File: src/rtl/pi_voltage_loop_pwm_compare_defines.svh
// Assertion macros used by the voltage loop PI core.
`ifndef PI_VOLTAGE_LOOP_PWM_COMPARE_DEFINES_SVH
`define PI_VOLTAGE_LOOP_PWM_COMPARE_DEFINES_SVH

`ifndef SYNTHESIS
`define PVL_ASSERT(label, clk, rst, prop) \
  label: assert property (@(posedge clk) disable iff (rst) prop) \
    else $error("pvl assertion failed");
`define PVL_NEVER(label, clk, rst, cond) \
  label: assert property (@(posedge clk) disable iff (rst) !(cond)) \
    else $error("pvl forbidden condition seen");
`else
`define PVL_ASSERT(label, clk, rst, prop)
`define PVL_NEVER(label, clk, rst, cond)
`endif

`endif

File: src/rtl/pvl_pkg.sv
`timescale 1ns / 1ps

package pvl_pkg;

  localparam int AdcW     = 12;
  localparam int GainW    = 24;
  localparam int CfgDataW = 24;
  localparam int CfgIdxW  = 3;
  localparam int ErrW     = 13;
  localparam int IntegW   = 40;
  localparam int TotalW   = 29;
  localparam int FracW    = 16;

  localparam int WindowDefault = 256;

  // Register indexes on the configuration port.
  localparam logic [CfgIdxW-1:0] REG_SETPOINT    = 3'd0;
  localparam logic [CfgIdxW-1:0] REG_PROP_GAIN   = 3'd1;
  localparam logic [CfgIdxW-1:0] REG_INTEG_GAIN  = 3'd2;
  localparam logic [CfgIdxW-1:0] REG_INTEG_LIMIT = 3'd3;
  localparam logic [CfgIdxW-1:0] REG_OUT_TRIP    = 3'd4;
  localparam logic [CfgIdxW-1:0] REG_OUT_CLAMP   = 3'd5;
  localparam logic [CfgIdxW-1:0] REG_PWM_PERIOD  = 3'd6;

  localparam logic [AdcW-1:0]  SetpointReset   = 12'd3030;
  localparam logic [GainW-1:0] PropGainReset   = 24'd167772;
  localparam logic [GainW-1:0] IntegGainReset  = 24'd6711;
  localparam logic [AdcW-1:0]  IntegLimitReset = 12'd1250;
  localparam logic [AdcW-1:0]  OutTripReset    = 12'd1400;
  localparam logic [AdcW-1:0]  OutClampReset   = 12'd1350;
  localparam logic [AdcW-1:0]  PwmPeriodReset  = 12'd1500;

  typedef struct packed {
    logic [AdcW-1:0] adc_sample;
    logic            sample_enable;
    logic            output_enable;
  } in_item_t;

  typedef struct packed {
    logic [AdcW-1:0] compare_value;
    logic            drive_on;
    logic            loop_updated;
  } out_item_t;

  typedef struct packed {
    logic [AdcW-1:0]  setpoint;
    logic [GainW-1:0] prop_gain;
    logic [GainW-1:0] integ_gain;
    logic [AdcW-1:0]  integ_limit;
    logic [AdcW-1:0]  out_trip;
    logic [AdcW-1:0]  out_clamp;
    logic [AdcW-1:0]  pwm_period;
  } cfg_t;

endpackage

File: src/rtl/pvl_cfg_regs.sv
`timescale 1ns / 1ps

module pvl_cfg_regs (
  input  logic                          clk,
  input  logic                          rst,
  input  logic                          cfg_write,
  input  logic [pvl_pkg::CfgIdxW-1:0]   cfg_index,
  input  logic [pvl_pkg::CfgDataW-1:0]  cfg_data,
  output pvl_pkg::cfg_t                 cfg
);
  import pvl_pkg::*;

  always_ff @(posedge clk) begin
    if (rst) begin
      cfg.setpoint    <= SetpointReset;
      cfg.prop_gain   <= PropGainReset;
      cfg.integ_gain  <= IntegGainReset;
      cfg.integ_limit <= IntegLimitReset;
      cfg.out_trip    <= OutTripReset;
      cfg.out_clamp   <= OutClampReset;
      cfg.pwm_period  <= PwmPeriodReset;
    end else if (cfg_write) begin
      unique case (cfg_index)
        REG_SETPOINT:    cfg.setpoint    <= cfg_data[AdcW-1:0];
        REG_PROP_GAIN:   cfg.prop_gain   <= cfg_data[GainW-1:0];
        REG_INTEG_GAIN:  cfg.integ_gain  <= cfg_data[GainW-1:0];
        REG_INTEG_LIMIT: cfg.integ_limit <= cfg_data[AdcW-1:0];
        REG_OUT_TRIP:    cfg.out_trip    <= cfg_data[AdcW-1:0];
        REG_OUT_CLAMP:   cfg.out_clamp   <= cfg_data[AdcW-1:0];
        REG_PWM_PERIOD:  cfg.pwm_period  <= cfg_data[AdcW-1:0];
        default: ;
      endcase
    end
  end

endmodule

File: src/rtl/pvl_pi_core.sv
`timescale 1ns / 1ps
`include "pi_voltage_loop_pwm_compare_defines.svh"

module pvl_pi_core #(
  parameter int WINDOW = pvl_pkg::WindowDefault
) (
  input  logic               clk,
  input  logic               rst,
  input  logic               fire,
  input  pvl_pkg::in_item_t  item,
  input  pvl_pkg::cfg_t      cfg,
  output pvl_pkg::out_item_t result
);
  import pvl_pkg::*;

  localparam int CntW = $clog2(WINDOW + 1);
  localparam logic [CntW-1:0] WindowCount = CntW'(WINDOW);

  logic signed [ErrW-1:0]   previous_error;
  logic signed [IntegW-1:0] integrator;
  logic [TotalW-1:0]        held_total;
  logic [CntW-1:0]          sample_counter;

  logic signed [ErrW-1:0]     err;
  logic signed [ErrW:0]       esum;
  logic signed [38:0]         iprod;
  logic signed [30:0]         ishift;
  logic signed [IntegW:0]     isum;
  logic signed [IntegW:0]     lim_ext;
  logic signed [IntegW-1:0]   integrator_next;
  logic [27:0]                integ_used;
  logic signed [37:0]         pprod;
  logic signed [29:0]         pshift;
  logic signed [30:0]         total;
  logic signed [30:0]         trip_ext;
  logic [TotalW-1:0]          held_total_next;
  logic [TotalW-1:0]          held_used;
  logic                       do_update;
  logic signed [13:0]         cmp_diff;

  assign do_update = item.sample_enable && (sample_counter < WindowCount);

  assign err  = $signed({1'b0, cfg.setpoint}) - $signed({1'b0, item.adc_sample});
  assign esum = {err[ErrW-1], err} + {previous_error[ErrW-1], previous_error};

  // Products are exact in Q.24; dropping 8 bits floors them to Q.16.
  assign iprod  = esum * $signed({1'b0, cfg.integ_gain});
  assign ishift = iprod[38:8];
  assign isum   = {{10{ishift[30]}}, ishift} + {integrator[IntegW-1], integrator};
  assign lim_ext = $signed({13'b0, cfg.integ_limit, 16'b0});

  always_comb begin
    if (isum >= lim_ext) begin
      integrator_next = lim_ext[IntegW-1:0];
    end else if (isum[IntegW:IntegW-1] == 2'b10) begin
      // Below the most negative value of the stored integrator.
      integrator_next = {1'b1, {(IntegW-1){1'b0}}};
    end else begin
      integrator_next = isum[IntegW-1:0];
    end
  end

  assign integ_used = integrator_next[IntegW-1] ? 28'd0 : integrator_next[27:0];

  assign pprod    = err * $signed({1'b0, cfg.prop_gain});
  assign pshift   = pprod[37:8];
  assign total    = {pshift[29], pshift} + $signed({3'b0, integ_used});
  assign trip_ext = $signed({3'b0, cfg.out_trip, 16'b0});

  always_comb begin
    if (total >= trip_ext) begin
      held_total_next = {1'b0, cfg.out_clamp, 16'b0};
    end else if (total[30]) begin
      held_total_next = '0;
    end else begin
      held_total_next = total[TotalW-1:0];
    end
  end

  assign held_used = do_update ? held_total_next : held_total;
  assign cmp_diff  = $signed({2'b0, cfg.pwm_period}) - $signed({1'b0, held_used[28:16]});

  always_comb begin
    result.drive_on      = item.output_enable;
    result.loop_updated  = do_update;
    result.compare_value = '0;
    if (item.output_enable && !cmp_diff[13]) begin
      result.compare_value = cmp_diff[AdcW-1:0];
    end
  end

  always_ff @(posedge clk) begin
    if (rst) begin
      previous_error <= '0;
      integrator     <= '0;
      held_total     <= '0;
      sample_counter <= '0;
    end else if (fire && item.sample_enable) begin
      if (do_update) begin
        previous_error <= err;
        integrator     <= integrator_next;
        held_total     <= held_total_next;
        sample_counter <= sample_counter + 1'b1;
      end else begin
        sample_counter <= '0;
      end
    end
  end

  `PVL_ASSERT(a_integ_limit, clk, rst, fire && do_update |=> integrator <= $past(lim_ext))
  `PVL_NEVER(a_held_range, clk, rst, held_total[TotalW-1])
  `PVL_NEVER(a_count_range, clk, rst, sample_counter > WindowCount)
  `PVL_ASSERT(a_window_skip, clk, rst, fire && item.sample_enable && !do_update |=> sample_counter == '0)

endmodule

File: src/rtl/pi_voltage_loop_pwm_compare.sv
`timescale 1ns / 1ps
// A result is offered once its item has passed the input register and then
// the PI update into the result register; both hold while out_stall blocks.
// Throughput: one item per cycle while out_stall does not hold the pipeline.
// Reset (rst, synchronous, active high) loads the register defaults and clears
// the loop state, the sample counter and both pipeline stages.
module pi_voltage_loop_pwm_compare #(
  parameter int WINDOW = pvl_pkg::WindowDefault
) (
  input  logic                          clk,
  input  logic                          rst,
  input  logic                          in_valid,
  output logic                          in_stall,
  input  pvl_pkg::in_item_t             in_data,
  output logic                          out_valid,
  input  logic                          out_stall,
  output pvl_pkg::out_item_t            out_data,
  input  logic                          cfg_write,
  input  logic [pvl_pkg::CfgIdxW-1:0]   cfg_index,
  input  logic [pvl_pkg::CfgDataW-1:0]  cfg_data
);
  import pvl_pkg::*;

  cfg_t      cfg;
  in_item_t  s1_item;
  logic      s1_valid;
  logic      advance;
  logic      fire;
  out_item_t result;

  // The pipeline moves whenever the result register is free or being taken.
  assign advance  = !out_valid || !out_stall;
  assign fire     = s1_valid && advance;
  assign in_stall = s1_valid && !advance;

  pvl_cfg_regs u_cfg (
    .clk       (clk),
    .rst       (rst),
    .cfg_write (cfg_write),
    .cfg_index (cfg_index),
    .cfg_data  (cfg_data),
    .cfg       (cfg)
  );

  pvl_pi_core #(
    .WINDOW (WINDOW)
  ) u_core (
    .clk    (clk),
    .rst    (rst),
    .fire   (fire),
    .item   (s1_item),
    .cfg    (cfg),
    .result (result)
  );

  always_ff @(posedge clk) begin
    if (rst) begin
      s1_valid  <= 1'b0;
      out_valid <= 1'b0;
    end else begin
      if (!in_stall) begin
        s1_valid <= in_valid;
      end
      if (advance) begin
        out_valid <= s1_valid;
      end
    end
  end

  always_ff @(posedge clk) begin
    if (in_valid && !in_stall) begin
      s1_item <= in_data;
    end
    if (fire) begin
      out_data <= result;
    end
  end

endmodule
File: config.mk
export PLATFORM = sky130hd
export DESIGN_NAME = pi_voltage_loop_pwm_compare
export DESIGN_NICKNAME = d
export VERILOG_FILES = /design/src/rtl/pvl_pkg.sv /design/src/rtl/pvl_cfg_regs.sv /design/src/rtl/pvl_pi_core.sv /design/src/rtl/pi_voltage_loop_pwm_compare.sv
export VERILOG_INCLUDE_DIRS = /design/src /design/src/rtl
export SDC_FILE = /design/constraint.sdc
export NUM_CORES = 2
export LEC_CHECK = 0
export ABC_AREA = 1
export BUFFER_PORTS_ARGS = -buffer_cell sky130_fd_sc_hd__buf_2
export CAP_MARGIN = 20
export CORE_UTILIZATION = 45
export DETAILED_ROUTE_END_ITERATION = 8
export PLACE_DENSITY = 0.72
export SYNTH_ARGS = -nofsm -noshare
export SYNTH_HDL_FRONTEND = slang
export SYNTH_SLANG_ARGS = --single-unit
File: constraint.sdc
create_clock -name clk -period 16.9 [get_ports clk]
set_input_delay 3.38 -clock clk [delete_from_list [all_inputs] [get_ports clk]]
set_output_delay 3.38 -clock clk [all_outputs]
set_load 0.02 [all_outputs]
==> run_results.csv <==
group,metric,value,unit
outcome,status,"complete, but fails checks",
outcome,violations,"negative setup slack",
placement,dpl.hpwl,89600,um
yosys,syn_nets,5573,
yosys,async_flop_share,0,%
clock_tree,htreeDepth,1,
yosys,synth_area_leaders,"fa_1 29%, ha_1 13%, dfxtp_1 10%",
setup_path,startpoint,"s1_item[3]",
yosys,yosysSeqAreaShare,12.9,%
cells_and_area,final_cells,6208,
sta,fmax,58.7,MHz
setup_path,cpMostUsedCell,"nand2_2",
yosys,synth_edf_count,28,
setup_path,worstPathMaxFanout,6,
placement,place_area,40000,sq um
sta,fin_skew,0.0155,ns
sta,period_needed,17.03,ns
setup_path,ff2ff_setup_slack,-0.13,ns
placement,placedCellCount,6074,
clock_tree,hold_buffers,0,
floorplan,pin_count,62,
sta,setup_ws,-0.130,ns
setup_path,cp_slowest_cell,"fa_1",
clock_tree,cts_tree,"built",
setup_path,critPathMaxStageDelay,0.57,ns
cells_and_area,fin_area,43400,sq um
yosys,syn_avg_cell_area,7.59,sq um
yosys,yosys_warnings,0,
global_route,grt_overflow_total,0,
routing,totalWireLength,114000,um
global_route,antenna_found_initial,4,
yosys,netlist_area,35300,sq um
setup_path,r2r_end,"out_data[11]",
sta,relSlewSlack,22.8,%
clock_tree,cts_sinks,213,
routing,drt-initial-drc-count,2551,
cells_and_area,most-common-layout-cells,"922 x inv_1, 907 x nand2_1, 534 x buf_4",
sta,holdWs,0.455,ns
cells_and_area,area_growth,23.0,%
sta,hold_viol_final,0,
yosys,synth_cells,4652,
routing,drc,0,
sta,setup_violations,12,
cells_and_area,fin_nets,6063,
placement,gp_congestion,0.987,
setup_path,worstPathArrival,17.48,ns
setup_path,cp-end-kind,"flip-flop",
floorplan,die_area,79600,sq um
global_route,grt_pass1_vias,33400,
yosys,synth_top_cell_area_share,28.7,%
clock_tree,cts_root_buf,"clkbuf_16",
yosys,synthDistinctLibCells,67,
setup_path,critPathLaunchType,"flip-flop",
routing,via_count,32800,
worst_hold_path,hold_class,"reg2reg",
yosys,synth_top_cell_by_area,"fa_1",
clock_tree,path_clk_slew,0.06,ns
cells_and_area,final_common_cell,"inv_1",
floorplan,initial_utilization,45.5,%
clock_tree,cts_buffers,29,
cells_and_area,fillers,6985,
setup_path,crit_type,"reg2reg",
clock_tree,worstSkewPairLatency,0.60,ns
sta,rsz0062_at_grt,"yes",
setup_path,reg2reg_depth,107,
routing,drtAntennaViolNets,0,
setup_path,critPathRequiredTime,17.35,ns
routing,wire_per_inst,18.4,um
yosys,ys_ff_latch,213,
cells_and_area,multi_input_area,28200,sq um
sta,worst_slew_pin_slew,1.16,ns
global_route,grt_max_degree,103,
routing,viasPerCell,5.29,
floorplan,fp.dieH,282,um
floorplan,fp.coreArea,77600,sq um
cells_and_area,ff_latch_area,4550,sq um
setup_path,r2r_start,"s1_item[3]",
sta,period_share,101,%
clock_tree,clockBufferDepth,3,
flow_run,max-cap-violations,0,
global_route,grt_util_all_layers,29.1,%
floorplan,rows,102,
yosys,synth_ff_type,"dfxtp_1",
setup_path,endpoint,"out_data[11]",
cells_and_area,layout-drive-gt1-share,20.9,%
routing,firstDrtPassIters,8,
sta,slew_viol_final,0,
placement,dp_worst_setup_slack,-1.16,ns
global_route,grt_pass1_wl,180000,um
floorplan,chipWidth,282,um
placement,io_buffer_count,61,
[what timing repair did]
item / in CTS / in global routing
gates resized for setup: 178 / 207
gates cloned: 4 / 0
pin swaps: 93 / 147
setup endpoints to repair: 13 / 24
buffers inserted: 44 / 30
[metrics by stage]
step	TNS (ns)	utilization, %
floorplan	0	-
global placement	-11.24	51.5
detailed placement	-13.51	51.5
CTS	-0.711	54.4
global route	-11.15	56.0
finish	-1.08	56.0
[area by class of cell]
type	count	area share, %
sequential	213	10.5
tap	1040	3.00
clock inverter	18	0.608
timing repair buffer	620	10.8
antenna	3	0.0173
inverter	971	8.44
clock buffer	36	1.80
multi-input combinational	3307	64.9
[cells in the mapped netlist (4+ instances only)]
master    instances
xor2_1           70
nor2_2            6
fa_1            507
nor2_1          429
o21bai_1         13
o31ai_1           5
xnor2_1          47
nand3b_1         12
nand3_1         121
o21ai_1          13
edfxtp_1         28
ha_1            368
buf_1             4
nor3_1           23
inv_2            13
o21ai_0         188
clkinv_1          7
a21o_1           15
a31oi_1          20
nand4_1          36
o21ai_2           4
nand3_2          12
clkbuf_1        150
a211oi_1          6
nand2_2          35
nand2_1         957
o21a_1            5
a21oi_2          26
a221oi_1          9
or2_1             5
nor4_1            9
a21oi_1         259
inv_1           950
dfxtp_1         185
or2_2            18
o211ai_1         46
[layer usage]
metal,up-vias,GRT usage (%),wire length [um]
li1,15300,-,-
met1,15700,37.9,46200
met2,1471,45.9,50700
met3,280,7.03,11100
met4,4,12.5,6290
met5,-,0,20
[worst max-delay path, delay by kind of cell (launching register included)]
family / cells / cell delay, ns
fa+ha+maj: 15 / 5.80
buf+inv: 20 / 2.00
compound gates: 21 / 3.40
xor+xnor: 3 / 0.39
flops: 1 / 0.40
simple gates: 48 / 4.87
[state kept, by name, summed over array words and instances (netlist names)]
name and flops:
out_data 14, s1_valid 1, u_core.integrator 40, out_valid 1, u_core.previous_error 13, s1_item 14, u_cfg.cfg 108, u_core.held_total 13
u_core.sample_counter 9
[worst min-delay path by stage]
stage             startpoint            end  slack, ns  depth (start not counted)
6_report       u_cfg.cfg[15]  u_cfg.cfg[15]       0.46                          2
5_1_grt        u_cfg.cfg[15]  u_cfg.cfg[15]       0.46                          2
4_1_cts        u_cfg.cfg[15]  u_cfg.cfg[15]       0.46                          2
3_5_place_dp   u_cfg.cfg[15]  u_cfg.cfg[15]       0.45                          2
3_3_place_gp   u_cfg.cfg[13]  u_cfg.cfg[13]       0.45                          2
2_1_floorplan  u_cfg.cfg[13]  u_cfg.cfg[13]       0.42                          2
[logic make-up after synthesis]
kind of cell               synth area share [%]
and+or+nand+nor                            19.9
buffers and inverters                      12.2
adders and majority gates                  41.8
AOI/OAI and AO/OA                          10.3
DFF                                        12.9
xor gates and xnor gates                   2.98
Power is left out: the tool's default activity adds up to more than one toggle a clock period on the data nets, which glitch-free logic cannot reach.
